File: src/hw/rtl/dense_graph_shortest_paths_unit_defines.svh
`ifndef DENSE_GRAPH_SHORTEST_PATHS_UNIT_DEFINES_SVH
`define DENSE_GRAPH_SHORTEST_PATHS_UNIT_DEFINES_SVH

// same-cycle implication
`define DGSP_ASSERT_IMP(lbl, clk, rstn, ante, cons) \
    lbl: assert property (@(posedge clk) disable iff (!rstn) (ante) |-> (cons)) \
        else $error("dgsp assertion failed");

// next-cycle implication
`define DGSP_ASSERT_NXT(lbl, clk, rstn, ante, cons) \
    lbl: assert property (@(posedge clk) disable iff (!rstn) (ante) |=> (cons)) \
        else $error("dgsp assertion failed");

`endif

File: src/hw/rtl/dgsp_pkg.sv
`default_nettype none
package dgsp_pkg;

    localparam int NUM_VERTICES = 8;
    localparam int WEIGHT_BITS  = 16;

    localparam int VID_W       = $clog2(NUM_VERTICES);
    localparam int CNT_W       = $clog2(NUM_VERTICES + 1);
    localparam int ADDR_W      = $clog2(NUM_VERTICES * NUM_VERTICES);
    localparam int COST_W      = WEIGHT_BITS + VID_W;
    localparam int OUT_COST_W  = 19;
    localparam int FIELD_VID_W = 3;
    localparam int IN_WEIGHT_W = 16;
    localparam int CMP_W       = (COST_W > OUT_COST_W) ? COST_W : OUT_COST_W;

    localparam logic [OUT_COST_W-1:0] COST_MAX = '1;

    localparam logic CMD_WRITE = 1'b0;
    localparam logic CMD_START = 1'b1;

    typedef enum logic [2:0] {
        S_IDLE,
        S_INIT,
        S_SCAN,
        S_RELAX,
        S_OUT
    } t_state;

    typedef struct packed {
        logic                   on;
        logic [WEIGHT_BITS-1:0] w;
    } t_edge;

    typedef struct packed {
        logic              load;
        logic              relax;
        logic              settle;
        logic [VID_W-1:0]  idx;
        logic [VID_W-1:0]  src;
        t_edge             ed;
        logic [COST_W-1:0] base;
    } t_bcast;

    typedef struct packed {
        logic              vld;
        logic [VID_W-1:0]  idx;
        logic [COST_W-1:0] cost;
    } t_link;

    typedef struct packed {
        logic              fin;
        logic              set;
        logic [COST_W-1:0] cost;
    } t_cell_st;

    function automatic logic [ADDR_W-1:0] edge_addr(input logic [VID_W-1:0] r,
                                                    input logic [VID_W-1:0] c);
        return ADDR_W'(r) * ADDR_W'(NUM_VERTICES) + ADDR_W'(c);
    endfunction

    function automatic logic [OUT_COST_W-1:0] sat_cost(input logic [COST_W-1:0] c);
        if (CMP_W'(c) > CMP_W'(COST_MAX)) begin
            return COST_MAX;
        end
        return OUT_COST_W'(c);
    endfunction

endpackage
`default_nettype wire

File: src/hw/rtl/dgsp_edge_ram.sv
`default_nettype none
module dgsp_edge_ram import dgsp_pkg::*; (
    input  wire logic              i_clk,
    input  wire logic              i_rst_n,
    input  wire logic              i_we,
    input  wire logic [ADDR_W-1:0] i_waddr,
    input  wire t_edge             i_wdata,
    input  wire logic [ADDR_W-1:0] i_raddr,
    output t_edge                  o_rdata
);

    localparam int DEPTH = NUM_VERTICES * NUM_VERTICES;

    t_edge             r_mem [DEPTH];
    logic  [DEPTH-1:0] r_vld;
    t_edge             r_rd;
    logic              r_rd_vld;

    always_ff @(posedge i_clk) begin
        if (i_we) begin
            r_mem[i_waddr] <= i_wdata;
        end
        r_rd <= r_mem[i_raddr];
    end

    // entries never written read as no edge
    always_ff @(posedge i_clk) begin
        if (!i_rst_n) begin
            r_vld    <= '0;
            r_rd_vld <= 1'b0;
        end else begin
            if (i_we) begin
                r_vld[i_waddr] <= 1'b1;
            end
            r_rd_vld <= r_vld[i_raddr];
        end
    end

    assign o_rdata.on = r_rd_vld & r_rd.on;
    assign o_rdata.w  = r_rd.w;

endmodule
`default_nettype wire

File: src/hw/rtl/dgsp_cell.sv
`default_nettype none
module dgsp_cell import dgsp_pkg::*; (
    input  wire logic             i_clk,
    input  wire logic             i_rst_n,
    input  wire logic [VID_W-1:0] i_idx,
    input  wire t_bcast           i_bc,
    input  wire t_link            i_link,
    output t_link                 o_link,
    output t_cell_st              o_st
);

    logic [COST_W-1:0] r_cost;
    logic              r_fin;
    logic              r_set;
    t_link             r_link;

    logic [COST_W-1:0] n_cost;
    logic              n_fin;
    logic              n_set;
    t_link             n_link;

    logic              w_hit;
    logic [COST_W-1:0] w_sum;
    logic              w_take;

    assign w_hit = (i_bc.idx == i_idx);
    assign w_sum = i_bc.base + COST_W'(i_bc.ed.w);

    // running minimum, earlier cell wins ties
    assign w_take = r_fin && !r_set && (!i_link.vld || (r_cost < i_link.cost));

    always_comb begin
        if (w_take) begin
            n_link.vld  = 1'b1;
            n_link.idx  = i_idx;
            n_link.cost = r_cost;
        end else begin
            n_link = i_link;
        end
    end

    always_comb begin
        n_cost = r_cost;
        n_fin  = r_fin;
        n_set  = r_set;
        if (i_bc.load && w_hit) begin
            if (i_bc.src == i_idx) begin
                n_cost = '0;
                n_fin  = 1'b1;
                n_set  = 1'b1;
            end else begin
                n_cost = i_bc.ed.on ? COST_W'(i_bc.ed.w) : '0;
                n_fin  = i_bc.ed.on;
                n_set  = 1'b0;
            end
        end else if (i_bc.relax && w_hit && !r_set && i_bc.ed.on) begin
            if (!r_fin || (w_sum < r_cost)) begin
                n_cost = w_sum;
                n_fin  = 1'b1;
            end
        end else if (i_bc.settle && w_hit) begin
            n_set = 1'b1;
        end
    end

    always_ff @(posedge i_clk) begin
        if (!i_rst_n) begin
            r_fin      <= 1'b0;
            r_set      <= 1'b0;
            r_link.vld <= 1'b0;
        end else begin
            r_fin  <= n_fin;
            r_set  <= n_set;
            r_link <= n_link;
        end
    end

    always_ff @(posedge i_clk) begin
        r_cost <= n_cost;
    end

    assign o_link    = r_link;
    assign o_st.fin  = r_fin;
    assign o_st.set  = r_set;
    assign o_st.cost = r_cost;

endmodule
`default_nettype wire

File: src/hw/rtl/dense_graph_shortest_paths_unit.sv
// Single-source shortest paths (Dijkstra) over a dense directed graph of NUM_VERTICES
// vertices. A load beat (cmd 0) writes one edge weight or clears one edge; loads are
// taken back to back while the unit is idle. A start beat (cmd 1) runs the search from
// the given source and is followed by one result beat per vertex in ascending order,
// with last on the final one. The search reads the source row from the edge memory
// through its one read port, then for each of at most N-1 rounds passes a running
// minimum along the chain of vertex cells and fetches the winner's row to relax it; it
// ends early once no reachable vertex is left. Input ready is high only while the unit
// is idle. The edge store reads as all "no edge" after reset with no clearing pass.
`default_nettype none
`include "dense_graph_shortest_paths_unit_defines.svh"
module dense_graph_shortest_paths_unit import dgsp_pkg::*; (
    input  wire logic                   i_clk,
    input  wire logic                   i_rst_n,
    input  wire logic                   i_in_valid,
    output logic                        o_in_ready,
    input  wire logic                   i_cmd,
    input  wire logic [FIELD_VID_W-1:0] i_row,
    input  wire logic [FIELD_VID_W-1:0] i_col,
    input  wire logic [IN_WEIGHT_W-1:0] i_weight,
    input  wire logic                   i_edge_present,
    input  wire logic [FIELD_VID_W-1:0] i_source,
    output logic                        o_out_valid,
    input  wire logic                   i_out_ready,
    output logic [FIELD_VID_W-1:0]      o_vertex_id,
    output logic [OUT_COST_W-1:0]       o_path_cost,
    output logic                        o_reachable,
    output logic                        o_last
);

    t_state            r_state;
    t_state            n_state;
    logic [CNT_W-1:0]  r_cnt;
    logic [CNT_W-1:0]  n_cnt;
    logic [VID_W-1:0]  r_round;
    logic [VID_W-1:0]  r_src;
    logic [VID_W-1:0]  r_u;
    logic [COST_W-1:0] r_cu;
    logic              r_pend_load;
    logic              r_pend_relax;
    logic [VID_W-1:0]  r_pidx;

    logic                   r_o_valid;
    logic [FIELD_VID_W-1:0] r_o_vid;
    logic [OUT_COST_W-1:0]  r_o_cost;
    logic                   r_o_reach;
    logic                   r_o_last;

    logic              w_in_acc;
    logic              w_start;
    logic              w_we;
    t_edge             w_wdata;
    logic [ADDR_W-1:0] w_waddr;
    logic [ADDR_W-1:0] w_raddr;
    t_edge             w_rdata;
    logic              w_rd_load;
    logic              w_rd_relax;
    logic              w_o_load;
    logic              w_decide;
    logic              w_settle;
    logic              w_cnt_end;
    logic              w_cnt_top;
    logic [VID_W-1:0]  w_idx;
    t_bcast            w_bc;
    t_link             w_end;

    t_link    w_link_in  [NUM_VERTICES];
    t_link    w_link_out [NUM_VERTICES];
    t_cell_st w_st       [NUM_VERTICES];

    assign w_in_acc = i_in_valid && o_in_ready;
    assign w_start  = w_in_acc && (i_cmd == CMD_START) && (32'(i_source) < NUM_VERTICES);
    assign w_we     = w_in_acc && (i_cmd == CMD_WRITE) && (32'(i_row) < NUM_VERTICES)
                      && (32'(i_col) < NUM_VERTICES);
    assign w_wdata.on = i_edge_present;
    assign w_wdata.w  = i_edge_present ? WEIGHT_BITS'(i_weight) : '0;
    assign w_waddr    = edge_addr(VID_W'(i_row), VID_W'(i_col));

    assign w_idx     = r_cnt[VID_W-1:0];
    assign w_cnt_end = (r_cnt == CNT_W'(NUM_VERTICES - 1));
    assign w_cnt_top = (r_cnt == CNT_W'(NUM_VERTICES));
    assign w_end     = w_link_out[NUM_VERTICES-1];

    always_comb begin
        n_state = r_state;
        case (r_state)
            S_IDLE: begin
                if (w_start) begin
                    n_state = S_INIT;
                end
            end
            S_INIT: begin
                if (w_cnt_end) begin
                    n_state = S_SCAN;
                end
            end
            S_SCAN: begin
                if (w_cnt_top) begin
                    n_state = w_end.vld ? S_RELAX : S_OUT;
                end
            end
            S_RELAX: begin
                if (w_cnt_end) begin
                    n_state = (r_round == VID_W'(NUM_VERTICES - 2)) ? S_OUT : S_SCAN;
                end
            end
            S_OUT: begin
                if (w_o_load && w_cnt_end) begin
                    n_state = S_IDLE;
                end
            end
            default: begin
                n_state = S_IDLE;
            end
        endcase
    end

    always_comb begin
        o_in_ready = (r_state == S_IDLE);
        w_rd_load  = (r_state == S_INIT);
        w_rd_relax = (r_state == S_RELAX);
        w_o_load   = (r_state == S_OUT) && (!r_o_valid || i_out_ready);
        w_decide   = (r_state == S_SCAN) && w_cnt_top;
        w_settle   = w_decide && w_end.vld;
        w_raddr    = w_rd_relax ? edge_addr(r_u, w_idx) : edge_addr(r_src, w_idx);
        if (n_state != r_state) begin
            n_cnt = '0;
        end else if ((r_state == S_OUT) ? w_o_load : (r_state != S_IDLE)) begin
            n_cnt = r_cnt + 1'b1;
        end else begin
            n_cnt = r_cnt;
        end
    end

    always_comb begin
        w_bc.load   = r_pend_load;
        w_bc.relax  = r_pend_relax;
        w_bc.settle = w_settle;
        w_bc.idx    = w_settle ? w_end.idx : r_pidx;
        w_bc.src    = r_src;
        w_bc.ed     = w_rdata;
        w_bc.base   = r_cu;
    end

    dgsp_edge_ram u_ram (
        .i_clk   (i_clk),
        .i_rst_n (i_rst_n),
        .i_we    (w_we),
        .i_waddr (w_waddr),
        .i_wdata (w_wdata),
        .i_raddr (w_raddr),
        .o_rdata (w_rdata)
    );

    for (genvar gi = 0; gi < NUM_VERTICES; gi++) begin : g_cell
        if (gi == 0) begin : g_head
            assign w_link_in[gi] = '0;
        end else begin : g_body
            assign w_link_in[gi] = w_link_out[gi-1];
        end
        dgsp_cell u_cell (
            .i_clk   (i_clk),
            .i_rst_n (i_rst_n),
            .i_idx   (VID_W'(gi)),
            .i_bc    (w_bc),
            .i_link  (w_link_in[gi]),
            .o_link  (w_link_out[gi]),
            .o_st    (w_st[gi])
        );
    end

    always_ff @(posedge i_clk) begin
        if (!i_rst_n) begin
            r_state      <= S_IDLE;
            r_cnt        <= '0;
            r_round      <= '0;
            r_pend_load  <= 1'b0;
            r_pend_relax <= 1'b0;
            r_o_valid    <= 1'b0;
        end else begin
            r_state      <= n_state;
            r_cnt        <= n_cnt;
            r_pend_load  <= w_rd_load;
            r_pend_relax <= w_rd_relax;
            if (w_start) begin
                r_round <= '0;
            end else if (w_rd_relax && w_cnt_end) begin
                r_round <= r_round + 1'b1;
            end
            if (w_o_load) begin
                r_o_valid <= 1'b1;
            end else if (i_out_ready) begin
                r_o_valid <= 1'b0;
            end
        end
    end

    always_ff @(posedge i_clk) begin
        r_pidx <= w_idx;
        if (w_start) begin
            r_src <= VID_W'(i_source);
        end
        if (w_decide) begin
            r_u  <= w_end.idx;
            r_cu <= w_end.cost;
        end
        if (w_o_load) begin
            r_o_vid   <= FIELD_VID_W'(w_idx);
            r_o_cost  <= w_st[w_idx].fin ? sat_cost(w_st[w_idx].cost) : '0;
            r_o_reach <= w_st[w_idx].fin;
            r_o_last  <= w_cnt_end;
        end
    end

    assign o_out_valid = r_o_valid;
    assign o_vertex_id = r_o_vid;
    assign o_path_cost = r_o_cost;
    assign o_reachable = r_o_reach;
    assign o_last      = r_o_last;

    `DGSP_ASSERT_IMP(a_pick_unsettled, i_clk, i_rst_n, w_settle, w_st[w_end.idx].fin && !w_st[w_end.idx].set)
    `DGSP_ASSERT_IMP(a_src_settled, i_clk, i_rst_n, w_decide, w_st[r_src].set && w_st[r_src].fin)
    `DGSP_ASSERT_NXT(a_beat_from_out, i_clk, i_rst_n, !r_o_valid && (r_state != S_OUT), !r_o_valid)

endmodule
`default_nettype wire

File: config.mk
export PLATFORM = sky130hd
export DESIGN_NAME = dense_graph_shortest_paths_unit
export DESIGN_NICKNAME = d
export VERILOG_FILES = /design/src/hw/rtl/dgsp_pkg.sv /design/src/hw/rtl/dgsp_edge_ram.sv /design/src/hw/rtl/dgsp_cell.sv /design/src/hw/rtl/dense_graph_shortest_paths_unit.sv
export VERILOG_INCLUDE_DIRS = /design/src /design/src/hw/rtl
export SDC_FILE = /design/constraint.sdc
export NUM_CORES = 2
export LEC_CHECK = 0
export ABC_AREA = 1
export BUFFER_PORTS_ARGS = -buffer_cell sky130_fd_sc_hd__buf_2
export CAP_MARGIN = 15
export CORE_MARGIN = 2
export CORE_UTILIZATION = 57
export DETAILED_ROUTE_END_ITERATION = 12
export PLACE_DENSITY = 0.76
export SLEW_MARGIN = 20
export SYNTH_ARGS = -nofsm -noshare
export SYNTH_HDL_FRONTEND = slang
export SYNTH_SLANG_ARGS = --single-unit
File: constraint.sdc
create_clock -name i_clk -period 4 [get_ports i_clk]
set_input_delay 0 -clock i_clk [delete_from_list [all_inputs] [get_ports i_clk]]
set_output_delay 0 -clock i_clk [all_outputs]
set_load 0.01 [all_outputs]
-- Yosys cells after proc, flatten, opt, wreduce, memory -nomap -nowiden
Memories as Yosys holds them, arrays and structs flattened. A register that Yosys moved wholly into a read port is not among the register bits.
Index checks and enable logic that the tools add are counted.
- bits in registers: 482
- RAM bits: 1088
- bits of input ports: 31
- output and inout port bits: 26
- word-level logic and storage cells: 409
- memories kept: 1
- add/sub/neg operators: 6
- order comparisons: 20
- equal/unequal tests: 30
- multiplexer cells: 132
- bitwise logic cells: 5
- reduce and logical (&&, ||, !) cells: 151
- memory list (memory ; words ; width ; read ports ; clocked after Yosys merged registers in ; write ports ; line ; text):
    u_ram.r_mem ; 64 ; 17 ; 1 ; 1 ; 1 ; dgsp_edge_ram.sv:14 ; t_edge r_mem [DEPTH];
- operators by type and width (kind ; number):
    19-bit 2-to-1 mux ; 31
    19-bit < comparator ; 15
    23-bit 2-to-1 mux ; 8
    16-bit 2-to-1 mux ; 5
    1-bit 2-to-1 mux ; 73
    1-bit logical AND ; 64
    64-bit OR ; 1
    21-bit binary-select mux with 3-bit select ; 1
    2-bit nonzero test ; 25
    21-bit 2-to-1 mux ; 2
    2-bit AND reduction ; 16
    3-bit == test (second input constant) ; 10
    1-bit zero test ; 24
    3-bit 2-to-1 mux ; 8
    19-bit by 16-bit adder with 19-bit output ; 1
    19-bit greater-than comparator (second input constant) ; 1
    6-bit by 3-bit adder with 6-bit output ; 3
    3-bit by 2-bit == test with 1-bit output (second input constant) ; 6
    1-bit logical OR ; 16
    2-bit by 1-bit inequality test with 1-bit output (second input constant) ; 8
    3-bit one-hot mux with 5 select lines ; 1
    6-bit by 7-bit < comparator with 1-bit output (second input constant) ; 2
    3-bit by 1-bit == test with 1-bit output (second input constant) ; 3
    3-bit zero test ; 3
    15 further kinds ; 17

-- Depth between registers and ports, before layout
- word-level depth: 10
- gate-level depth with buffers: 24
- mapped depth without buffers: 24

-- Modules after synthesis
From an unflattened synthesis, not the netlist that was laid out.
- cell total of the unflattened synthesis: 8793
- area total of the unflattened synthesis: 83033.4 um^2
- by module, submodules not included (module ; instances ; cells an instance ; area an instance (um^2) ; sequential area each (um^2)):
    dgsp_edge_ram ; 1 ; 4043 ; 47254.1 ; 34312.9
    dgsp_cell at g_cell[0].u_cell ... ; 7 ; 532 ; 3983.8 ; 1291.2
    dgsp_cell at g_cell[7].u_cell ; 1 ; 533 ; 3987.6 ; 1291.2
    dense_graph_shortest_paths_unit ; 1 ; 493 ; 3905.0 ; 1791.7

-- Worst setup path after synthesis
No wires, ideal clock.
- path kind: register -> register
- from: register r_cu[0]
- to: register g_cell[4].u_cell.r_cost[0] (enable)
- library setup time: 386 ps
- arrival time: 3477 ps
- data required time: 3614 ps
- path slack: 137 ps
- cell stages (with the launch flop): 20
- buffers on the path: 0
- period minus slack after synthesis: 3863 ps
- path through: edfxtp_1 > ha_1 > fa_1 > nand3_1 > nand2_1 > nand2_1 > nand2_1 > nand3_1 > nand2_1 > xor2_1 > inv_1 > ha_1 > nand4_1 > or2_2 > nor2_1 > o21ai_0 > nand3_1 > nand2_1 > nand2_1 > nand2_1
- word-level cells in the longest chain between the ends: 5
- RTL lines (item ; line ; text):
    from (decl) ; dense_graph_shortest_paths_unit.sv:38 ; logic [COST_W-1:0] r_cu;
    from (signal assigned) ; dense_graph_shortest_paths_unit.sv:205 ; r_cu <= w_end.cost;
    19-bit by 16-bit adder with 19-bit output ; - ;
    named net g_cell[0].u_cell.w_sum[16] ; dgsp_cell.sv:23 ; logic [COST_W-1:0] w_sum;
    19-bit < comparator ; dgsp_cell.sv:57 ; if (!r_fin || (w_sum < r_cost)) begin
    1-bit logical OR ; dgsp_cell.sv:57 ;
    2-bit nonzero test (no source line) ; - ;
    2-bit AND reduction (no source line) ; - ;
    to (signal assigned) ; dgsp_cell.sv:79 ; r_cost <= n_cost;
    to (decl) ; dgsp_cell.sv:12 ; logic [COST_W-1:0] r_cost;
The timed path passes the listed nets, and every way through them passes these cells.
A chain may end at the register's enable or synchronous reset.

-- Final worst setup path
- from: register r_cu[0]
- to: register g_cell[0].u_cell.r_cost[9] (enable)
- word-level cells in the longest chain between the ends: 5
- RTL lines (item ; line ; text):
    19-bit by 16-bit adder with 19-bit output ; dgsp_cell.sv:27 ; assign w_sum = i_bc.base + COST_W'(i_bc.ed.w);
    named net g_cell[0].u_cell.w_sum[18] ; dgsp_cell.sv:23 ;
    19-bit < comparator ; dgsp_cell.sv:57 ;
    1-bit logical OR ; dgsp_cell.sv:57 ;
    2-bit nonzero test (no source line) ; - ;
    2-bit AND reduction (no source line) ; - ;
    to (signal assigned) ; dgsp_cell.sv:79 ;
    to (decl) ; dgsp_cell.sv:12 ;
The timed path passes the listed nets, and every way through them passes these cells.

==> results.toml <==
[clock_tree]
cts_tree = "yes"
clk_latency_ns = 0.82
cts_buffers = 160
clock_path_buffers = 3
cts_max_level = 4
cts_root_buffer = "clkbuf_16"
clock_sinks = 1580
clk_pin_slew_worst_paths_ns = 0.07

[power]
p_comb_share_pct = 8.5
p_int_mw = 27.9
cellPowerDensity_mw_per_mm2 = 455
seqPwrFrac_pct = 49.9
clockPowerShare_pct = 41.6
total_power_mw = 36.8
p_leak_nw = 31.8
p_sw_mw = 8.91
ir_drop_mv = 0.605
switching_share_pct = 24.2

[synthesis]
synthTopCellsByArea = "edfxtp_1 60%, nand2_1 7.6%, ha_1 5.0%"
synthMuxAreaShare_pct = 0
synthSimpleGateAreaFrac_pct = 16.4
synth_top_family_by_area = "simple AND/OR/NAND/NOR gates"
synthAdderAreaFrac_pct = 5.03
ys_seq_elements = 1580
synth_async_sr_flop_share_pct = 0
syn_area_sq_mm = 0.0725
synth-compound-area-share_pct = 9.83
synthFlopType = "edfxtp_1"
yosys_warnings = 0
synthDistinctLibCells = 43
synth-seq-area-share_pct = 63.7
synth_top_area_share_pct = 60.4
synth-xor-area-share_pct = 0.181
syn_inst = 7015
syn_nets = 7337
syn_area_per_cell_sq_um = 10.3
synth_top_area_cell = "edfxtp_1"
synth_enable_flop_cells = 1458

[final_layout]
num-nets-final = 7408
layout.cells.non_filler = 8870
layout_commonest_cell = "nand2_1"
final_area_sq_mm = 0.0810
final_cell_mix = "1467 x nand2_1, 1458 x edfxtp_1, 796 x nor2_1, 675 x o21ai_0, 502 x inv_1"
drive_above_1_share_pct = 8.46
fillers = 9527
area_growth_pct = 11.6

[timing]
tns_ns = 0
clock_skew_ns = 0.0415
max-slew-margin-rel_pct = 20.1
fmax_mhz = 261
drv_slew = 0
hold_violations = 0
worstMarginPinSlew_ns = 1.19
finalWorstSetupSlack_ns = 0.171
fin_crit_sh_pct = 95.7
setup_viol = 0
period_needed_ns = 3.83

[routing]
antenna_left = 0
vias_per_cell = 6.11
wirelength_microns = 219000
drc_errors = 0
wl_per_cell_microns = 24.7
vias = 54200
drtIter0Drc = 7101
drt-pass1-iter-count = 8

[floorplan]
die_w_microns = 361
std_cell_rows = 130
dieArea_sq_mm = 0.130
io_pins = 57
coreArea_sq_mm = 0.126
initial_core_util_pct = 57.6
die_h_microns = 361

[worst_setup_path]
crit_arrival_ns = 4.36
cp-end-kind = "register"
critical_path_required_ns = 4.54
critPathMaxFanout = 10
criticalPathCategory = "register to register"
cp-start-kind = "register"

[status]
status = "finished clean"

[placed_design]
postPlaceCellArea_sq_mm = 0.0753
place.gp.congestion = 1.00
io_buffers = 56
dp.cells = 8551
place_hpwl_microns = 136000
place_ws_ns = 0.0387

[global_route]
antenna_found_initial = 6
grt_pass1_vias = 50600
grt_max_degree = 217
grt_pass1_wl_microns = 319000
grt_use_total_pct = 32.9
overflow = 0

[run]
cap_violations = 0

[min_path]
min_path_type = "input port to register"
## metal layers
layer	vias up	wire length, microns	global-route usage, %
met5	-	14	0
met3	648	22100	6.00
met1	25900	80400	42.5
met4	2	14000	18.5
met2	3126	102000	52.7
li1	24500	-	-
## critical path, cell delays in order, from the launching register on
cell	delay, ns
edfxtp_1	0.36
ha_1	0.26
fa_2	0.38
nand3_1	0.11
nand2_2	0.10
nand2_1	0.08
nand2_1	0.11
nand3_1	0.10
nand2_1	0.12
nand2_1	0.08
nand2_1	0.05
nand2_1	0.13
clkinvlp_4	0.12
buf_12	0.15
buf_4	0.13
ha_1	0.28
nand2_1	0.07
nor2_1	0.14
nand4_1	0.13
nor2_1	0.13
o21ai_0	0.08
nand3_1	0.08
nand2_1	0.05
nand2_1	0.06
nand2_1	0.07
buf_4	0.20
## power by group through the flow
stage / clock [mW] / combinational [mW] / sequential, mW
floorplan: 0 / 1.81 / 18.7
global placement: 0 / 2.91 / 18.7
detailed placement: 0 / 2.98 / 18.7
CTS: 15.4 / 3.02 / 18.4
global route: 16.0 / 3.37 / 18.4
finish: 15.3 / 3.12 / 18.4
## cell families after synthesis
| logic type | after synthesis |
|---|---|
| and+or+nand+nor | 2892 |
| DFF | 1580 |
| AOI/OAI and AO/OA | 1349 |
| buffers and inverters | 888 |
| adders and majority gates | 291 |
| xor gates and xnor gates | 15 |
## sequential cells by signal (all words and copies together) (netlist names), 3 cells and up
register              count
o_path_cost              19
r_cu                     19
g_cell.u_cell.r_fin       8
r_cnt                     4
r_src                     3
r_u                       3
g_cell.u_cell.r_cost    152
r_pidx                    3
r_state                   3
u_ram.r_mem            1088
u_ram.r_vld              64
g_cell.u_cell.o_link    177
r_round                   3
u_ram.o_rdata            16
g_cell.u_cell.r_set       8
o_vertex_id               3
## timing repair
action,4_1_cts,5_1_grt
setup endpoints to repair,0,152
resized for setup,0,10
endpoints found under the hold margin,289,0
hold buffers,20,0
setup buffers,0,3
## final cells by class
class | instances | area, sq um | area share, %
inverters | 538 | 2070 | 2.55
clock buffers | 216 | 4320 | 5.33
repair buffers | 259 | 2200 | 2.72
multi-input cells | 4547 | 23000 | 28.4
diodes | 1 | 2.50 | 0.00309
flip-flops and latches | 1580 | 46200 | 57.1
well taps | 1650 | 2060 | 2.55
clock inverters | 79 | 1080 | 1.34
## stage by stage
step	utilization [%]	hold WS, ns
after CTS	64.2	0.0358
after floorplan	-	0.0989
after detailed placement	59.8	0.255
after global routing	64.3	0.102
after global placement	59.8	0.262
final	64.3	0.0855
## cells in the mapped netlist (13+ instances only)
library cell and instances:
nand4_1 36, nor3_1 19, buf_1 40, dfxtp_1 122
buf_2 84, a21oi_1 329, a21o_1 14, o21ai_0 675
inv_1 520, o21ai_1 88, edfxtp_1 1458, nor2_4 15
ha_1 290, nor2_1 828, nand3_1 481, o21a_1 15
o22ai_1 215, clkbuf_1 216, xor2_1 13, nand2_1 1468
## path summary, 6_finish.rpt
kind	startpoint	endpoint	slack, ns	cells past startpoint
hold / removal	i_weight[4]	u_ram.r_mem[31][4]$_DFFE_PP_	0.09	3
setup reg to reg	r_cu[0]$_DFFE_PP_	g_cell[0].u_cell.r_cost[9]$_DFFE_PP_	0.17	25
setup / recovery	r_cu[0]$_DFFE_PP_	g_cell[0].u_cell.r_cost[9]$_DFFE_PP_	0.17	25
hold reg to reg	g_cell[7].u_cell.o_link[12]$_DFFE_PP_	r_cu[12]$_DFFE_PP_	0.42	0
Note: power is estimated with default switching activity, not from simulation.
